<file path="config.mk">
export PLATFORM = sky130hd
export DESIGN_NAME = zsn_ctrl
export DESIGN_NICKNAME = d
export VERILOG_FILES = /design/src/hw/rtl/zscore_normalize_top_macros.svh /design/src/hw/rtl/zsn_pkg.sv /design/src/hw/rtl/zsn_ctrl.sv
export SDC_FILE = /design/constraint.sdc
export NUM_CORES = 1
export LEC_CHECK = 0
export ABC_AREA = 1
export BUFFER_PORTS_ARGS = -buffer_cell sky130_fd_sc_hd__buf_4
export CORE_AREA = 8 8 45 47
export CTS_CLUSTER_SIZE = 24
export DETAILED_ROUTE_END_ITERATION = 8
export DIE_AREA = 0 0 53 55
export PLACE_DENSITY = 0.64
export SLEW_MARGIN = 5
export SYNTH_ARGS = -nofsm -noshare
export SYNTH_HDL_FRONTEND = slang
export SYNTH_SLANG_ARGS = --single-unit
</file>
<file path="constraint.sdc">
create_clock -name clk -period 1.35 [get_ports clk]
set_input_delay 0.2025 -clock clk [delete_from_list [all_inputs] [get_ports clk]]
set_output_delay 0.2025 -clock clk [all_outputs]
set_load 0.1 [all_outputs]
</file>
<file path="src/hw/rtl/zscore_normalize_top_macros.svh">
// Assertion macros for the z-score normalizer.
`ifndef ZSCORE_NORMALIZE_TOP_MACROS_SVH
`define ZSCORE_NORMALIZE_TOP_MACROS_SVH

`ifndef SYNTH
`define ZSN_ASSERT_IMP(label, ante, cons) \
	label: assert property (@(posedge clk) disable iff (!arst_n) (ante) |-> (cons)) \
		else $error("zsn assertion failed");
`define ZSN_ASSERT_NXT(label, ante, cons) \
	label: assert property (@(posedge clk) disable iff (!arst_n) (ante) |=> (cons)) \
		else $error("zsn assertion failed");
`else
`define ZSN_ASSERT_IMP(label, ante, cons)
`define ZSN_ASSERT_NXT(label, ante, cons)
`endif

`endif

</file>
<file path="src/hw/rtl/zsn_pkg.sv">
// Shared types and constants of the z-score normalizer.
package zsn_pkg;

	localparam int MAX_SAMPLES = 64;
	localparam int SAMPLE_BITS = 16;
	localparam int CNT_W       = $clog2(MAX_SAMPLES + 1);
	localparam int IDX_W       = $clog2(MAX_SAMPLES);
	localparam int SUM_W       = 22;
	localparam int SQ_W        = 40;
	localparam int DVD_W       = 64;
	localparam int REM_W       = 34;
	localparam int ROOT_W      = 32;
	localparam int STEP_W      = 7;

	typedef struct packed {
		logic signed [SAMPLE_BITS-1:0] sample;
		logic                          is_last;
	} zsn_in_t;

	typedef struct packed {
		logic signed [15:0] zscore;
		logic               out_last;
		logic               error;
	} zsn_out_t;

	typedef struct packed {
		logic load;
		logic stat_mul;
		logic stat_sub;
		logic nd_mul;
		logic vdiv_go;
		logic sqrt_go;
		logic rd;
		logic zmul;
		logic zsub;
		logic zgo;
		logic zlatch;
		logic adv;
		logic clr;
	} zsn_cmd_t;

	typedef struct packed {
		logic div_done;
		logic sqrt_done;
		logic err;
		logic skip;
		logic last;
	} zsn_sts_t;

	typedef enum logic [3:0] {
		ST_IDLE,
		ST_MUL,
		ST_SUB,
		ST_ND,
		ST_VDIV_GO,
		ST_VDIV,
		ST_SQRT,
		ST_RD,
		ST_ZMUL,
		ST_ZSUB,
		ST_ZGO,
		ST_ZWAIT,
		ST_EMIT
	} zsn_state_t;

endpackage

</file>
<file path="src/hw/rtl/zsn_ctrl.sv">
// Controller state machine sequencing load, statistics and per-sample output.
module zsn_ctrl
	import zsn_pkg::*;
(
	input  logic     clk,
	input  logic     arst_n,
	input  logic     start,
	input  logic     is_last,
	input  zsn_sts_t sts,
	output zsn_cmd_t cmd,
	output logic     busy,
	output logic     strobe
);

	zsn_state_t state_q, state_nx;

	always_ff @(posedge clk or negedge arst_n) begin
		if (!arst_n)
			state_q <= ST_IDLE;
		else
			state_q <= state_nx;
	end

	always_comb begin
		state_nx = state_q;
		cmd      = '0;
		strobe   = 1'b0;
		case (state_q)
			ST_IDLE: begin
				if (start) begin
					cmd.load = 1'b1;
					if (is_last)
						state_nx = ST_MUL;
				end
			end
			ST_MUL: begin
				cmd.stat_mul = 1'b1;
				state_nx     = ST_SUB;
			end
			ST_SUB: begin
				cmd.stat_sub = 1'b1;
				state_nx     = ST_ND;
			end
			ST_ND: begin
				if (sts.err)
					state_nx = ST_RD;
				else begin
					cmd.nd_mul = 1'b1;
					state_nx   = ST_VDIV_GO;
				end
			end
			ST_VDIV_GO: begin
				cmd.vdiv_go = 1'b1;
				state_nx    = ST_VDIV;
			end
			ST_VDIV: begin
				if (sts.div_done) begin
					cmd.sqrt_go = 1'b1;
					state_nx    = ST_SQRT;
				end
			end
			ST_SQRT: begin
				if (sts.sqrt_done)
					state_nx = ST_RD;
			end
			ST_RD: begin
				cmd.rd   = 1'b1;
				state_nx = ST_ZMUL;
			end
			ST_ZMUL: begin
				cmd.zmul = 1'b1;
				state_nx = ST_ZSUB;
			end
			ST_ZSUB: begin
				cmd.zsub = 1'b1;
				state_nx = ST_ZGO;
			end
			ST_ZGO: begin
				cmd.zgo  = 1'b1;
				state_nx = ST_ZWAIT;
			end
			ST_ZWAIT: begin
				if (sts.skip || sts.div_done) begin
					cmd.zlatch = 1'b1;
					state_nx   = ST_EMIT;
				end
			end
			ST_EMIT: begin
				strobe = 1'b1;
				if (sts.last) begin
					cmd.clr  = 1'b1;
					state_nx = ST_IDLE;
				end else begin
					cmd.adv  = 1'b1;
					state_nx = ST_RD;
				end
			end
			default: state_nx = ST_IDLE;
		endcase
	end

	assign busy = state_q != ST_IDLE;

endmodule

</file>
Word-level counts from Yosys, hierarchy flattened --
Index checks and enable logic that the tools add are counted.
Operators by class: reductions and logical operators 4, eq/ne operators 17, multiplexer cells 27
Operators by type and width (count):
- $pmux 4 s13 | 1
- $eq 4x4->1 const B | 5
- $mux 4 | 5
- $mux 1 | 18
- $eq 4x3->1 const B | 4
- $ne 2x2->1 const B | 5
- $eq 4x2->1 const B | 2
- $reduce_and 5->1 | 1
- $eq 4x1->1 const B | 1
- $logic_not 4->1 | 1
- $mux 2 | 2
- $reduce_bool 4->1 | 1
- $mux 3 | 1
- $logic_or 1x1->1 | 1
Word-level totals: bits in registers 4

Depth between registers and ports, before layout --
word-level depth 3, mapped depth 9, depth with buffers taken out 9

Worst setup path after synthesis --
Ideal clock, no wire load.
path type reg2out, from register state_q[1], to output cmd[0] (netlist name), cell stages (with the launch flop) 4, path buffers 0, arrival 2789 ps, setup slack -1641 ps, path through dfrtp_1 -> nor2_1 -> inv_1 -> nor3_1
RTL lines:
- from (decl) | RTL line zsn_ctrl.sv:15 | zsn_state_t state_q, state_nx;
- from (signal assigned) | RTL line zsn_ctrl.sv:21 | state_q <= state_nx;
- to (decl) | RTL line zsn_ctrl.sv:10 | output zsn_cmd_t cmd,

==> results.cfg <==
[run_status]
outcome = finished, violations left
violations = setup timing

[place]
placed_area_um2 = 842
place.gp.congestion = 0.904
dpl.cell_count = 127
hpwl_um = 1240
io_buffers = 23

[global_route]
track_usage = 0.164
grt_pass1_vias = 735
grt_overflow_total = 0
grt_pass1_wl_um = 3480
grt_antenna_before_repair = 0
grt_max_degree = 6

[clock_network]
cts_made_buffers = 3
cts_buffer_depth = 2
h-tree-depth = 1
clk_pin_slew_ns = 0.05
tritoncts = built
clkSinkCount = 4
cts-root-buf = clkbuf_4
worst_skew_pair.late_latency_ns = 0.25

[critical_path]
cp.required_ns = 1.15
crit_path_end_kind = primary output
crit_type = register to primary output
critPathMaxFanout = 4
critPathSlowestCell = dfrtp_2
crit_arrival_ns = 1.41
crit_chain = nor2_4 -> inv_4 -> nor3_4 -> buf_12
start_kind = register
max_stage_delay_ns = 0.45
r2r_slack_ns = -0.25

[final_layout]
drive_gt1_frac = 0.742
largest_reg_flops = 4
final_cells = 144
final_cell_mix = buf_4, buf_12, nor2_4
top_register = state_q
fin_nets = 139
diodes = 0
mostFrequentLayoutCell = buf_4
design_area_um2 = 1250
largest_registers = state_q x4
area_delta_synth_final_pct = 200

[route]
viasPerCell = 5.11
drc_errors = 0
wirelength_um = 2580
num_vias = 736
drtPass1Iterations = 4
drtAntennaViolNets = 0
drt-initial-drc-count = 33
wire_per_inst_um = 17.9

[sta]
fin_crit_sh = 1.20
worst-slew-pin-transition_ns = 0.301
rsz0062_at_grt = true
clock.fmax_ghz = 0.619
timing.final.ws_setup_ns = -0.265
maxSlewHeadroom = 0.798
skew_ns = 0.0128
period_minus_slack_ns = 1.62
final_hold_viol_count = 0
final-setup-viol-count = 18
finalMaxSlewViolations = 0

[synth]
synth.distinct_cells = 15
syn-num-nets = 86
synthCells = 77
synth_area_um2 = 415
ys_warn_count = 0
ys_ff_latch = 4
ys_seq_area_frac = 0.241
syn_area_per_cell_um2 = 5.39

[floorplanning]
io_pins = 24
start_util = 0.300
core_um2 = 1380
fp.dieW_um = 53
die_area_um2 = 2920
dieHeight_um = 55
num_rows = 14

[power_and_ir_drop]
powerDensity_nw_per_um2 = 2760
ir_drop_mv = 1.73
p_leak_uw = 0.000597
power_uw = 3440

[run]
cap_violations = 0

[worst_hold_path]
min_path_type = primary input to async pin
## power breakdown
part           internal (uW)  switching, uW  total, uW
Sequential               192            131        323
Clock                    100           61.9        162
Combinational           1100           1850       2950
Total                   1390           2040       3440
## metrics by stage
step | hold slack (ns) | setup WS [ns] | util | TNS, ns
global placement | -0.00129 | -0.0840 | 0.608 | -0.239
floorplan | -0.0931 | -0.365 | - | -1.92
CTS | 0.290 | -0.243 | 0.851 | -2.85
finish | 0.288 | -0.265 | 0.901 | -3.55
detailed placement | -0.000525 | -0.0877 | 0.608 | -0.279
global route | 0.299 | -0.320 | 0.901 | -4.33
## final timing paths
kind / from / endpoint / cells past startpoint
max in group asynchronous: arst_n / state_q[3] / 2
setup / recovery: state_q[1] / cmd[0] / 4
setup reg to reg: state_q[3] / state_q[0] / 11
hold reg to reg: state_q[3] / state_q[3] / 3
min in group clk: sts[1] / state_q[0] / 6
hold / removal: arst_n / state_q[2] / 2
## cells in the mapped netlist
| library cell | count | share of area |
|---|---|---|
| inv_1 | 17 | 0.15 |
| nand2_1 | 17 | 0.15 |
| nor2_1 | 17 | 0.15 |
| nand3_1 | 5 | 0.060 |
| dfrtp_1 | 4 | 0.24 |
| nor3_1 | 3 | 0.036 |
| a21oi_1 | 2 | 0.024 |
| inv_2 | 2 | 0.018 |
| nand2_2 | 2 | 0.030 |
| nor2_2 | 2 | 0.030 |
| o21ai_0 | 2 | 0.024 |
| a22oi_1 | 1 | 0.018 |
| nand3b_1 | 1 | 0.018 |
| nor2_4 | 1 | 0.027 |
| o21ai_1 | 1 | 0.012 |
## timing repair
| item | 4_1_cts | 5_1_grt |
|---|---|---|
| endpoints found under the setup margin | 18 | 18 |
| pin swaps | 9 | 12 |
| hold buffers | 1 | 0 |
| buffers inserted | 9 | 4 |
| resized for setup | 57 | 12 |
| hold endpoints to repair | 4 | 0 |
## layout make-up
type	count	area, um2
flip-flops and latches	4	105
multi-input cells	54	432
well taps	16	20.0
repair buffers	48	578
fillers	65	138
inverters	19	88.8
clock buffers	3	22.5
## cells by family after synthesis
group           Yosys count  share of synthesized area
compound gates            6                     0.0783
buf+inv                  19                      0.172
flops                     4                      0.241
simple gates             48                      0.509
## routing by layer
metal,GRT usage,up-vias,wire length (um)
met5,0,-,0
met4,0.103,0,104
met3,0.0455,10,148
met2,0.301,41,1380
met1,0.159,352,942
li1,-,333,-
## critical path, delay by kind of cell, from the launching register on
kind	cells	cell delay (ns)
AND/OR/NAND/NOR	2	0.41
flip-flops	1	0.45
buffers and inverters	2	0.30
Power figures use the tool's default switching activity.
